<file path="src/design/kdlp_pkg.sv">
// ----------------------------------------------------------------------------
// kdlp_pkg
// Shared widths, register indexes, event codes and types of the key
// debounce block.
// ----------------------------------------------------------------------------
`default_nettype none

package kdlp_pkg;

    localparam int KEY_W = 6;
    localparam int EVT_W = 3;
    localparam int CNT_W = 16;

    localparam logic [CNT_W-1:0] DEBOUNCE_RESET     = CNT_W'(150);
    localparam logic [CNT_W-1:0] LONG_PRESS_RESET   = CNT_W'(510);
    localparam logic [CNT_W-1:0] RELEASE_POLL_TICKS = CNT_W'(10);
    localparam logic [CNT_W-1:0] CNT_MAX            = {CNT_W{1'b1}};

    localparam int B_BIT = 5;

    // Configuration register indexes.
    localparam logic CFG_DEBOUNCE   = 1'b0;
    localparam logic CFG_LONG_PRESS = 1'b1;

    typedef enum logic [1:0] {
        PH_IDLE    = 2'd0,
        PH_TIMING  = 2'd1,
        PH_RELEASE = 2'd2
    } t_b_phase;

    typedef enum logic [EVT_W-1:0] {
        EVT_UP      = 3'd0,
        EVT_DOWN    = 3'd1,
        EVT_LEFT    = 3'd2,
        EVT_RIGHT   = 3'd3,
        EVT_A       = 3'd4,
        EVT_B_SHORT = 3'd5,
        EVT_B_LONG  = 3'd6
    } t_key_event;

    // One result beat handed from the tracker to the output buffer.
    typedef struct packed {
        logic             valid;
        logic [EVT_W-1:0] evt;
    } t_result;

endpackage

`default_nettype wire

</file>
<file path="src/design/kdlp_track.sv">
// ----------------------------------------------------------------------------
// kdlp_track
// Debounce counter, edge priority and key B long-press phase machine.
// Advances by one tick per accepted input beat.
// ----------------------------------------------------------------------------
`default_nettype none

module kdlp_track (
    input  wire logic                        i_clk,
    input  wire logic                        i_rst_n,
    input  wire logic                        i_step,
    input  wire logic [kdlp_pkg::KEY_W-1:0]  i_key_levels,
    input  wire logic                        i_cfg_wr_en,
    input  wire logic                        i_cfg_idx,
    input  wire logic [kdlp_pkg::CNT_W-1:0]  i_cfg_wdata,
    output kdlp_pkg::t_result                o_result
);
    import kdlp_pkg::*;

    logic [CNT_W-1:0] r_debounce;
    logic [CNT_W-1:0] r_long_press;
    logic [KEY_W-1:0] r_prev_levels;
    logic [CNT_W-1:0] r_since_accept;
    t_b_phase         r_phase;
    logic [CNT_W-1:0] r_b_timer;

    logic [CNT_W-1:0] n_since_accept;
    t_b_phase         n_phase;
    logic [CNT_W-1:0] n_b_timer;

    logic [KEY_W-1:0] falling;
    logic [CNT_W-1:0] since_inc;
    logic [CNT_W-1:0] timer_inc;
    logic             accepted;
    logic [EVT_W-1:0] key;
    logic             b_low;

    always_ff @(posedge i_clk) begin
        if (!i_rst_n) begin
            r_debounce   <= DEBOUNCE_RESET;
            r_long_press <= LONG_PRESS_RESET;
        end else if (i_cfg_wr_en) begin
            case (i_cfg_idx)
                CFG_DEBOUNCE:   r_debounce   <= i_cfg_wdata;
                CFG_LONG_PRESS: r_long_press <= i_cfg_wdata;
                default:        r_debounce   <= r_debounce;
            endcase
        end
    end

    assign falling   = r_prev_levels & ~i_key_levels;
    assign since_inc = (r_since_accept == CNT_MAX) ? r_since_accept : r_since_accept + 1'b1;
    assign timer_inc = (r_b_timer == CNT_MAX) ? r_b_timer : r_b_timer + 1'b1;
    assign accepted  = (falling != '0) && (since_inc > r_debounce);
    assign b_low     = ~i_key_levels[B_BIT];

    // Lowest set bit wins: up has the highest priority.
    always_comb begin
        key = '0;
        for (int k = KEY_W - 1; k >= 0; k--) begin
            if (falling[k]) begin
                key = EVT_W'(k);
            end
        end
    end

    always_comb begin
        n_since_accept = accepted ? '0 : since_inc;
        n_phase        = r_phase;
        n_b_timer      = r_b_timer;
        o_result.valid = 1'b0;
        o_result.evt   = EVT_UP;
        case (r_phase)
            PH_TIMING: begin
                n_b_timer = timer_inc;
                if (timer_inc >= r_long_press) begin
                    n_b_timer = '0;
                    if (b_low) begin
                        n_phase = PH_RELEASE;
                    end else begin
                        n_phase        = PH_IDLE;
                        o_result.valid = 1'b1;
                        o_result.evt   = EVT_B_SHORT;
                    end
                end
            end
            PH_RELEASE: begin
                n_b_timer = timer_inc;
                if (timer_inc >= RELEASE_POLL_TICKS) begin
                    n_b_timer = '0;
                    if (!b_low) begin
                        n_phase        = PH_IDLE;
                        o_result.valid = 1'b1;
                        o_result.evt   = EVT_B_LONG;
                    end
                end
            end
            default: begin
                n_phase = PH_IDLE;
                if (accepted) begin
                    if (key == EVT_W'(B_BIT)) begin
                        n_phase   = PH_TIMING;
                        n_b_timer = '0;
                    end else begin
                        o_result.valid = 1'b1;
                        o_result.evt   = key;
                    end
                end
            end
        endcase
        o_result.valid = o_result.valid & i_step;
    end

    always_ff @(posedge i_clk) begin
        if (!i_rst_n) begin
            r_prev_levels  <= '1;
            r_since_accept <= '0;
            r_phase        <= PH_IDLE;
            r_b_timer      <= '0;
        end else if (i_step) begin
            r_prev_levels  <= i_key_levels;
            r_since_accept <= n_since_accept;
            r_phase        <= n_phase;
            r_b_timer      <= n_b_timer;
        end
    end

`ifndef NO_ASSERTIONS
    a_evt_range: assert property (@(posedge i_clk) disable iff (!i_rst_n)
        o_result.valid |-> o_result.evt <= EVT_B_LONG)
        else $error("event code out of range");

    a_release_timer: assert property (@(posedge i_clk) disable iff (!i_rst_n)
        r_phase == PH_RELEASE |-> r_b_timer < RELEASE_POLL_TICKS)
        else $error("release poll timer overran");

    a_b_done_idle: assert property (@(posedge i_clk) disable iff (!i_rst_n)
        (o_result.valid && r_phase != PH_IDLE) |=> r_phase == PH_IDLE)
        else $error("B event without return to idle");
`endif

endmodule

`default_nettype wire

</file>
<file path="src/design/kdlp_outbuf.sv">
// ----------------------------------------------------------------------------
// kdlp_outbuf
// Output register with a one-entry skid stage, so that a tick can be taken
// while a finished event still waits downstream.
// ----------------------------------------------------------------------------
`default_nettype none

module kdlp_outbuf (
    input  wire logic                        i_clk,
    input  wire logic                        i_rst_n,
    input  wire kdlp_pkg::t_result           i_result,
    output logic                             o_full,
    output logic                             o_valid,
    input  wire logic                        i_stall,
    output logic [kdlp_pkg::EVT_W-1:0]       o_key_event
);
    import kdlp_pkg::*;

    logic             r_out_valid;
    logic [EVT_W-1:0] r_out_evt;
    logic             r_skid_valid;
    logic [EVT_W-1:0] r_skid_evt;
    logic             out_free;

    assign out_free = !r_out_valid || !i_stall;

    always_ff @(posedge i_clk) begin
        if (!i_rst_n) begin
            r_out_valid  <= 1'b0;
            r_skid_valid <= 1'b0;
        end else if (out_free) begin
            r_out_valid  <= r_skid_valid || i_result.valid;
            r_skid_valid <= 1'b0;
        end else if (i_result.valid) begin
            r_skid_valid <= 1'b1;
        end
    end

    always_ff @(posedge i_clk) begin
        if (out_free) begin
            r_out_evt <= r_skid_valid ? r_skid_evt : i_result.evt;
        end else if (i_result.valid) begin
            r_skid_evt <= i_result.evt;
        end
    end

    assign o_full      = r_skid_valid;
    assign o_valid     = r_out_valid;
    assign o_key_event = r_out_evt;

`ifndef NO_ASSERTIONS
    a_skid_behind_out: assert property (@(posedge i_clk) disable iff (!i_rst_n)
        r_skid_valid |-> r_out_valid)
        else $error("skid entry held with empty output register");

    a_no_overrun: assert property (@(posedge i_clk) disable iff (!i_rst_n)
        r_skid_valid |-> !i_result.valid)
        else $error("result arrived while skid stage full");

    a_skid_drains: assert property (@(posedge i_clk) disable iff (!i_rst_n)
        (r_skid_valid && !i_stall) |=> (r_out_valid && !r_skid_valid))
        else $error("skid entry not moved forward");
`endif

endmodule

`default_nettype wire

</file>
<file path="src/design/key_debounce_long_press_core.sv">
// ----------------------------------------------------------------------------
// key_debounce_long_press_core
// Key debounce with long-press detection on key B.
// ----------------------------------------------------------------------------
// Each input beat is one millisecond tick of the six active-low key lines
// and is taken whenever o_stall is low, so a tick can then be offered on
// every cycle. An accepted tick yields at most one event, registered in
// the output register; a single skid entry behind it lets one more tick be
// taken while an event waits, and o_stall rises only when both hold an
// event. Configuration writes take effect at the next tick.
`default_nettype none

module key_debounce_long_press_core (
    input  wire logic                        i_clk,
    input  wire logic                        i_rst_n,
    input  wire logic                        i_valid,
    output logic                             o_stall,
    input  wire logic [kdlp_pkg::KEY_W-1:0]  i_key_levels,
    output logic                             o_valid,
    input  wire logic                        i_stall,
    output logic [kdlp_pkg::EVT_W-1:0]       o_key_event,
    input  wire logic                        i_cfg_wr_en,
    input  wire logic                        i_cfg_idx,
    input  wire logic [kdlp_pkg::CNT_W-1:0]  i_cfg_wdata
);
    import kdlp_pkg::*;

    t_result result;
    logic    buf_full;
    logic    step;

    assign o_stall = buf_full;
    assign step    = i_valid && !buf_full;

    kdlp_track u_track (
        .i_clk        (i_clk),
        .i_rst_n      (i_rst_n),
        .i_step       (step),
        .i_key_levels (i_key_levels),
        .i_cfg_wr_en  (i_cfg_wr_en),
        .i_cfg_idx    (i_cfg_idx),
        .i_cfg_wdata  (i_cfg_wdata),
        .o_result     (result)
    );

    kdlp_outbuf u_outbuf (
        .i_clk       (i_clk),
        .i_rst_n     (i_rst_n),
        .i_result    (result),
        .o_full      (buf_full),
        .o_valid     (o_valid),
        .i_stall     (i_stall),
        .o_key_event (o_key_event)
    );

endmodule

`default_nettype wire
</file>
<file path="config.mk">
export PLATFORM = sky130hd
export DESIGN_NAME = key_debounce_long_press_core
export DESIGN_NICKNAME = d
export VERILOG_FILES = /design/src/design/kdlp_pkg.sv /design/src/design/kdlp_track.sv /design/src/design/kdlp_outbuf.sv /design/src/design/key_debounce_long_press_core.sv
export SDC_FILE = /design/constraint.sdc
export NUM_CORES = 1
export LEC_CHECK = 0
export BUFFER_PORTS_ARGS = -buffer_cell sky130_fd_sc_hd__buf_2
export CAP_MARGIN = 20
export CORE_MARGIN = 2
export CORE_UTILIZATION = 55
export DETAILED_ROUTE_END_ITERATION = 12
export PLACE_DENSITY = 0.83
export SLEW_MARGIN = 20
export SYNTH_ARGS = -nofsm -noshare
export SYNTH_HDL_FRONTEND = slang
export SYNTH_SLANG_ARGS = --single-unit
</file>
<file path="constraint.sdc">
create_clock -name i_clk -period 3.8 [get_ports i_clk]
set_input_delay 0.38 -clock i_clk [delete_from_list [all_inputs] [get_ports i_clk]]
set_output_delay 0.38 -clock i_clk [all_outputs]
set_load 0.02 [all_outputs]
</file>
Word level (Yosys, flattened, before mapping)

Cells that the tools add are included.

Bitwise gates (word level): 6
Equality and inequality tests: 8
Order comparisons: 3
Muxes and demuxes: 29
Add/subtract/negate cells: 2
Reductions and logical operators: 16

Operators by type and width:

| cell                                                  | number |
|---|---|
| two-way mux 16 bit                                    | 7 |
| adder 16 x 1 -> 16 bit (second input constant)        | 2 |
| equality test 16 bit (second input constant)          | 2 |
| case mux 16 bit (2 select lines)                      | 1 |
| two-way mux 4 bit                                     | 6 |
| two-way mux 3 bit                                     | 7 |
| >= comparator 16 bit                                  | 1 |
| >= comparator 16 x 4 -> 1 bit (second input constant) | 1 |
| greater-than comparator 16 bit                        | 1 |
| two-way mux 2 bit                                     | 5 |
| case mux 4 bit (2 select lines)                       | 1 |
| bitwise AND 6 bit                                     | 1 |
| NOT 6 bit                                             | 1 |
| AND reduction 2 bit                                   | 3 |
| nonzero test 3 bit                                    | 2 |
| nonzero test 6 bit                                    | 1 |
| != test 2 x 1 -> 1 bit (second input constant)        | 2 |
| case mux 2 bit (2 select lines)                       | 1 |
| AND reduction 4 bit                                   | 1 |
| equality test 3 bit (second input constant)           | 1 |
| logical NOT 1 bit                                     | 3 |
| NOT 1 bit                                             | 3 |
| AND reduction 3 bit                                   | 1 |
| equality test 2 x 1 -> 1 bit (second input constant)  | 1 |
| 7 further kinds                                       | 9 |

Register bits: 80
Bits of input ports: 28
Output and inout port bits: 5
Word-level logic and storage cells: 74

Logic depth before layout (Yosys ltp)

Depth after elaboration: 14
Depth in mapped cells: 19
Mapped depth without buffers: 16

By module

Synthesis repeated with hierarchy kept, for this count alone.

Cell total of the unflattened synthesis: 636
Area, all modules: 5330.1 µm²

Modules (own cells, without submodules):

| module                       | area each (µm²) | instances | sequential area each (µm²) | cells each |
|---|---|---|---|---|
| kdlp_track                   | 5028.6          | 1         | 1441.4                     | 619 |
| kdlp_outbuf                  | 287.8           | 1         | 220.2                      | 16 |
| key_debounce_long_press_core | 13.8            | 1         | 0.0                        | 1 |

Least setup slack after synthesis

OpenSTA, ideal clock, no wires.

Kind: reg2reg
Start point: reg u_track.r_since_accept[4]
End point: reg u_outbuf.r_skid_evt[0] (enable)
Path slack: -0.421 ns
Library setup time: 0.345 ns
Cell stages (with the launch flop): 19
Clock period less this slack: 4.221 ns
Path buffers: 3
Required time: 3.455 ns
Data arrival time: 3.876 ns
Cell sequence: dfxtp_1 clkbuf_1 and4_1 nand4_1 nor3_1 and3_1 clkbuf_1 nor2_1 nand4_1 xnor2_1 ha_1 nand2_1 o21ai_0 nor2_1 a211oi_1 o21a_1 clkbuf_1 a31oi_1 nor3_1

Word-level cells in the longest chain between the ends: 8
Elaborated cells between the ends (all ways): 9
Those cells by class: add/sub (1); order compare (1); eq/ne (1); mux (3); bitwise (1); reduce/logical (2)

Ends and longest elaborated chain:

| what                                                                  | RTL line          | source |
|---|---|---|
| start: declaration                                                    | kdlp_track.sv:23  | `logic [CNT_W-1:0] r_since_accept;` |
| start signal: assignment                                              | kdlp_track.sv:122 | `r_since_accept <= n_since_accept;` |
| adder 16 x 1 -> 16 bit / equality test 16 bit (equally long branches) | kdlp_track.sv:52  | `assign since_inc = (r_since_accept == CNT_MAX) ? r_since_accept : r_since_accept + 1'b1;` |
| two-way mux 16 bit (*)                                                | kdlp_track.sv:52  |  |
| greater-than comparator 16 bit (*)                                    | kdlp_track.sv:54  | `assign accepted = (falling != '0) && (since_inc > r_debounce);` |
| logical AND 1 bit (*)                                                 | kdlp_track.sv:54  |  |
| two-way mux 4 bit (*)                                                 | kdlp_track.sv:100 | `if (accepted) begin` |
| case mux 4 bit (2 select lines) (*)                                   | kdlp_track.sv:73  | `case (r_phase)` |
| bitwise AND 1 bit (*)                                                 | kdlp_track.sv:111 | `o_result.valid = o_result.valid & i_step;` |
| AND reduction 2 bit (no source line) (*)                              | --                |  |
| end signal: assignment                                                | kdlp_outbuf.sv:43 | `r_skid_evt <= i_result.evt;` |
| end: declaration                                                      | kdlp_outbuf.sv:22 | `logic [EVT_W-1:0] r_skid_evt;` |

Every way passes the cells marked *; elsewhere a longest branch is shown, timed or not.
A chain may end at the register's enable or synchronous reset.

Worst setup path after layout

Start point: reg u_track.r_since_accept[6]
End point: reg u_track.r_since_accept[10]

Word-level cells in the longest chain between the ends: 5
Elaborated cells between the ends (all ways): 6
Those cells by class: add/sub (1); order compare (1); eq/ne (1); mux (2); reduce/logical (1)

Ends and longest elaborated chain:

| what                                                                  | RTL line         | source |
|---|---|---|
| adder 16 x 1 -> 16 bit / equality test 16 bit (equally long branches) | kdlp_track.sv:52 |  |
| two-way mux 16 bit (*)                                                | kdlp_track.sv:52 |  |
| greater-than comparator 16 bit                                        | kdlp_track.sv:54 |  |
| logical AND 1 bit                                                     | kdlp_track.sv:54 |  |
| two-way mux 16 bit (*)                                                | kdlp_track.sv:68 | `n_since_accept = accepted ? '0 : since_inc;` |

Marks and branches as above.

==> results.md <==
- Register area share after synthesis: between 30% and 40%
- Ys Warns: 0
- Core area: around 0.0086 sq mm
- Minimum clock period: 4090 ps
- PD cells: approximately 280 mW/mm^2
- Synth unique cells: just under 70
- Reg2reg path depth: 18
- # rows: 34
- Initial antenna violation count: 0
- CP Capture Type: flop
- Commonest register cell after synthesis: dfxtp_1
- Hold path cells: 3
- IO Port Bufs: 32
- Final Hold Viols: 0
- GPL Wtd Cong: 0.936
- Flop-to-flop setup slack: -290 ps
- Skew-Pair Late Insertion Delay: 370 ps
- Overall routing resource usage: about 27%
- Die W: 98.0 um
- Post-synth ARST share: 0%
- Worst-Margin Slew: approximately 1200 ps
- H-tree depth: 3
- # IOs: 33
- CP startpoint kind: flop
- Final worst slack: -295 ps
- Status: complete, but fails checks
- ANT cells: 0
- Post-synth top area cell: dfxtp_1
- Nets: about 740
- Die Ht: between 90 and 100 um
- CP arrival: 4410 ps
- Seq cells post-synth: 80
- Max-slew violations: 0
- Period utilisation layout: 108%
- Starting DRT DRC Count: 408
- Final Core Density: between 70% and 80%
- Critical Path Fanout Max: 6
- Synth top area share: 30.5%
- Post-DP HPWL: around 9100 um
- Per-cell routed wire length: roughly 19 um
- VDD IR max: roughly 0.23 mV
- Hold WS: 229 ps
- Synthesized cell area: slightly below 0.005 sq mm
- Growth of design area from synthesis to finish: 25.8%
- Layout cell share with drive strength beyond 1: 29.8%
- Root buf cell: clkbuf_8
- TritonCTS Buffers: 9
- Via/cell ratio: about 6.4
- DRC: 0
- CTS tree: yes
- Largest net degree at the start of global routing: 40
- Wire length of the first global-routing pass: 21300 um
- Mapped Nets: 656
- TritonCTS sink count: 80
- DRT Wirelength: ~15000 um
- Remaining antenna violation count: 0
- Die area: 0.00961 sq mm
- Max-slew headroom: a little under a fifth
- Grt total ovfl: 0
- Failing checks: negative setup slack
- Mean post-synth cell area: 8.20 sq um
- Initial Util: between 50% and 60%
- Syn Inst Count: between 500 and 600
- Final setup skew: roughly 8.8 ps
- EDFF count, synth: 6
- Placed inst area: roughly 0.0054 sq mm
- RSZ-0062 raised after global routing: yes
- First drt pass iteration count: 8
- Worst Path Required: roughly 4000 ps
- P_leak: 2.68 nW
- Vias in the first global route: 4670
- Final setup viols: 40
- FMAX: about 240 MHz
- Worst-path clk slew: about 90 ps
- Final Cell Area: 0.00612 sq mm
- Vias: just over 5000
- Clock buffer depth: 2
- Top cells by area, synth: dfxtp_1 (30%), ha_1 (9.0%), nand2_1 (7.3%), a21oi_1 (4.5%), edfxtp_1 (3.7%)
- Hold WC Path Type: in2reg
- Max-Cap Viols: 0
- Crit Path Class: reg2reg
-- final timing paths --
check	from	to
setup / recovery	u_track.r_since_accept[6]	u_track.r_since_accept[10]
hold / removal	i_key_levels[2]	u_track.r_prev_levels[2]
setup reg to reg	u_track.r_since_accept[6]	u_track.r_since_accept[10]
hold reg to reg	u_track.r_debounce[13]	u_track.r_debounce[13]
-- power breakdown --
| group | switching [W] | total (W) | internal [W] |
|---|---|---|---|
| Clock | 0.000344 | 0.000650 | 0.000306 |
| Sequential | 0.0000121 | 0.000883 | 0.000871 |
| Combinational | 0.000109 | 0.000176 | 0.0000670 |
| Total | 0.000465 | 0.00171 | 0.00124 |
-- final cells by class --
type | count | area, sq um
multi-input combinational | 439 | 3230
fill | 592 | 2520
clock buffer | 10 | 128
sequential | 80 | 1680
tap | 108 | 135
inverter | 41 | 154
clock inverter | 6 | 70.1
timing repair buffer | 102 | 721
-- synth_stat cells, drive strengths merged, types with 4 or more instances --
library cell	number
o21a	5
nand4	13
xnor2	11
mux2	8
ha	35
and4	7
inv	41
a21oi	44
nand2b	8
nand2	96
or4	5
a31oi	6
mux2i	4
edfxtp	6
o211ai	17
nor3	10
and3	12
nor4	7
or3	4
nand3	17
o21ai	19
clkbuf	22
a22oi	7
buf	11
a22o	14
nor2b	12
a211oi	6
dfxtp	74
nor2	29
xor2	7
-- metal layers --
| layer | share of wire, % | vias to the layer above | GRT usage [%] |
|---|---|---|---|
| li1 | - | 2286 | - |
| met1 | 39 | 2387 | 33.5 |
| met2 | 48 | 306 | 44.9 |
| met3 | 7.9 | 85 | 5.15 |
| met4 | 4.7 | 0 | 11.8 |
| met5 | 0 | - | 0 |
-- logic make-up after synthesis --
family,share of synthesized area [%]
AND/OR/NAND/NOR,24.3
flip-flops,34.2
AO/OA/AOI/OAI,20.0
XOR/XNOR,3.24
buffers and inverters,6.59
multiplexers,2.68
adder cells (fa/ha/maj),9.01
-- worst max-delay path, stage by stage (launching register included) --
cell,delay (ps)
dfxtp_2,340
and4_4,230
nand4_1,280
buf_4,250
buf_4,130
nor2_1,150
a21oi_1,110
a31oi_1,300
ha_1,220
nand3_1,110
or3_4,410
or3_4,400
a21boi_2,170
o21a_4,190
buf_6,140
buf_6,130
o21ai_1,200
nand2_1,130
a21oi_2,120
-- registers in the layout, summed over array words and instances (netlist names) --
| register | flops |
|---|---|
| u_track.r_long_press | 16 |
| u_track.r_debounce | 16 |
| u_track.r_prev_levels | 6 |
| u_track.r_b_timer | 16 |
| u_outbuf.o_key_event | 3 |
| u_outbuf.o_full | 1 |
| u_track.r_phase | 2 |
| u_outbuf.r_skid_evt | 3 |
| u_outbuf.o_valid | 1 |
| u_track.r_since_accept | 16 |
-- what timing repair did --
item / CTS / global route
hold buffers: 0 / 0
setup buffers: 6 / 16
cloned: 0 / 0
resized for setup: 26 / 68
pin swaps: 7 / 30
setup endpoints to repair: 31 / 43
-- per-stage QoR --
stage | std cells | setup slack (ps) | setup TNS, ps | total power [W]
after floorplan | 593 | 8.60 | 0 | 0.000996
after detailed placement | 748 | -142 | -911 | 0.00105
after global routing | 786 | -357 | -8370 | 0.00175
after CTS | 770 | -16.3 | -16.3 | 0.00168
after global placement | 748 | -54.6 | -55.7 | 0.00104
final | 786 | -295 | -6470 | 0.00171
-- placed cells by master, fill, tap and decap left out, types with 10 or more instances in the layout --
master / Yosys / final
a21oi_1: 44 / 38
and3_1: 11 / 10
buf_2: 4 / 32
buf_4: 1 / 64
dfxtp_1: 74 / 62
dfxtp_2: 0 / 12
ha_1: 35 / 32
inv_1: 41 / 41
nand2_1: 95 / 94
nand3_1: 16 / 15
nand4_1: 11 / 11
nor2_1: 29 / 25
nor2b_1: 12 / 11
o211ai_1: 17 / 17
Power figures use the tool's default switching activity.
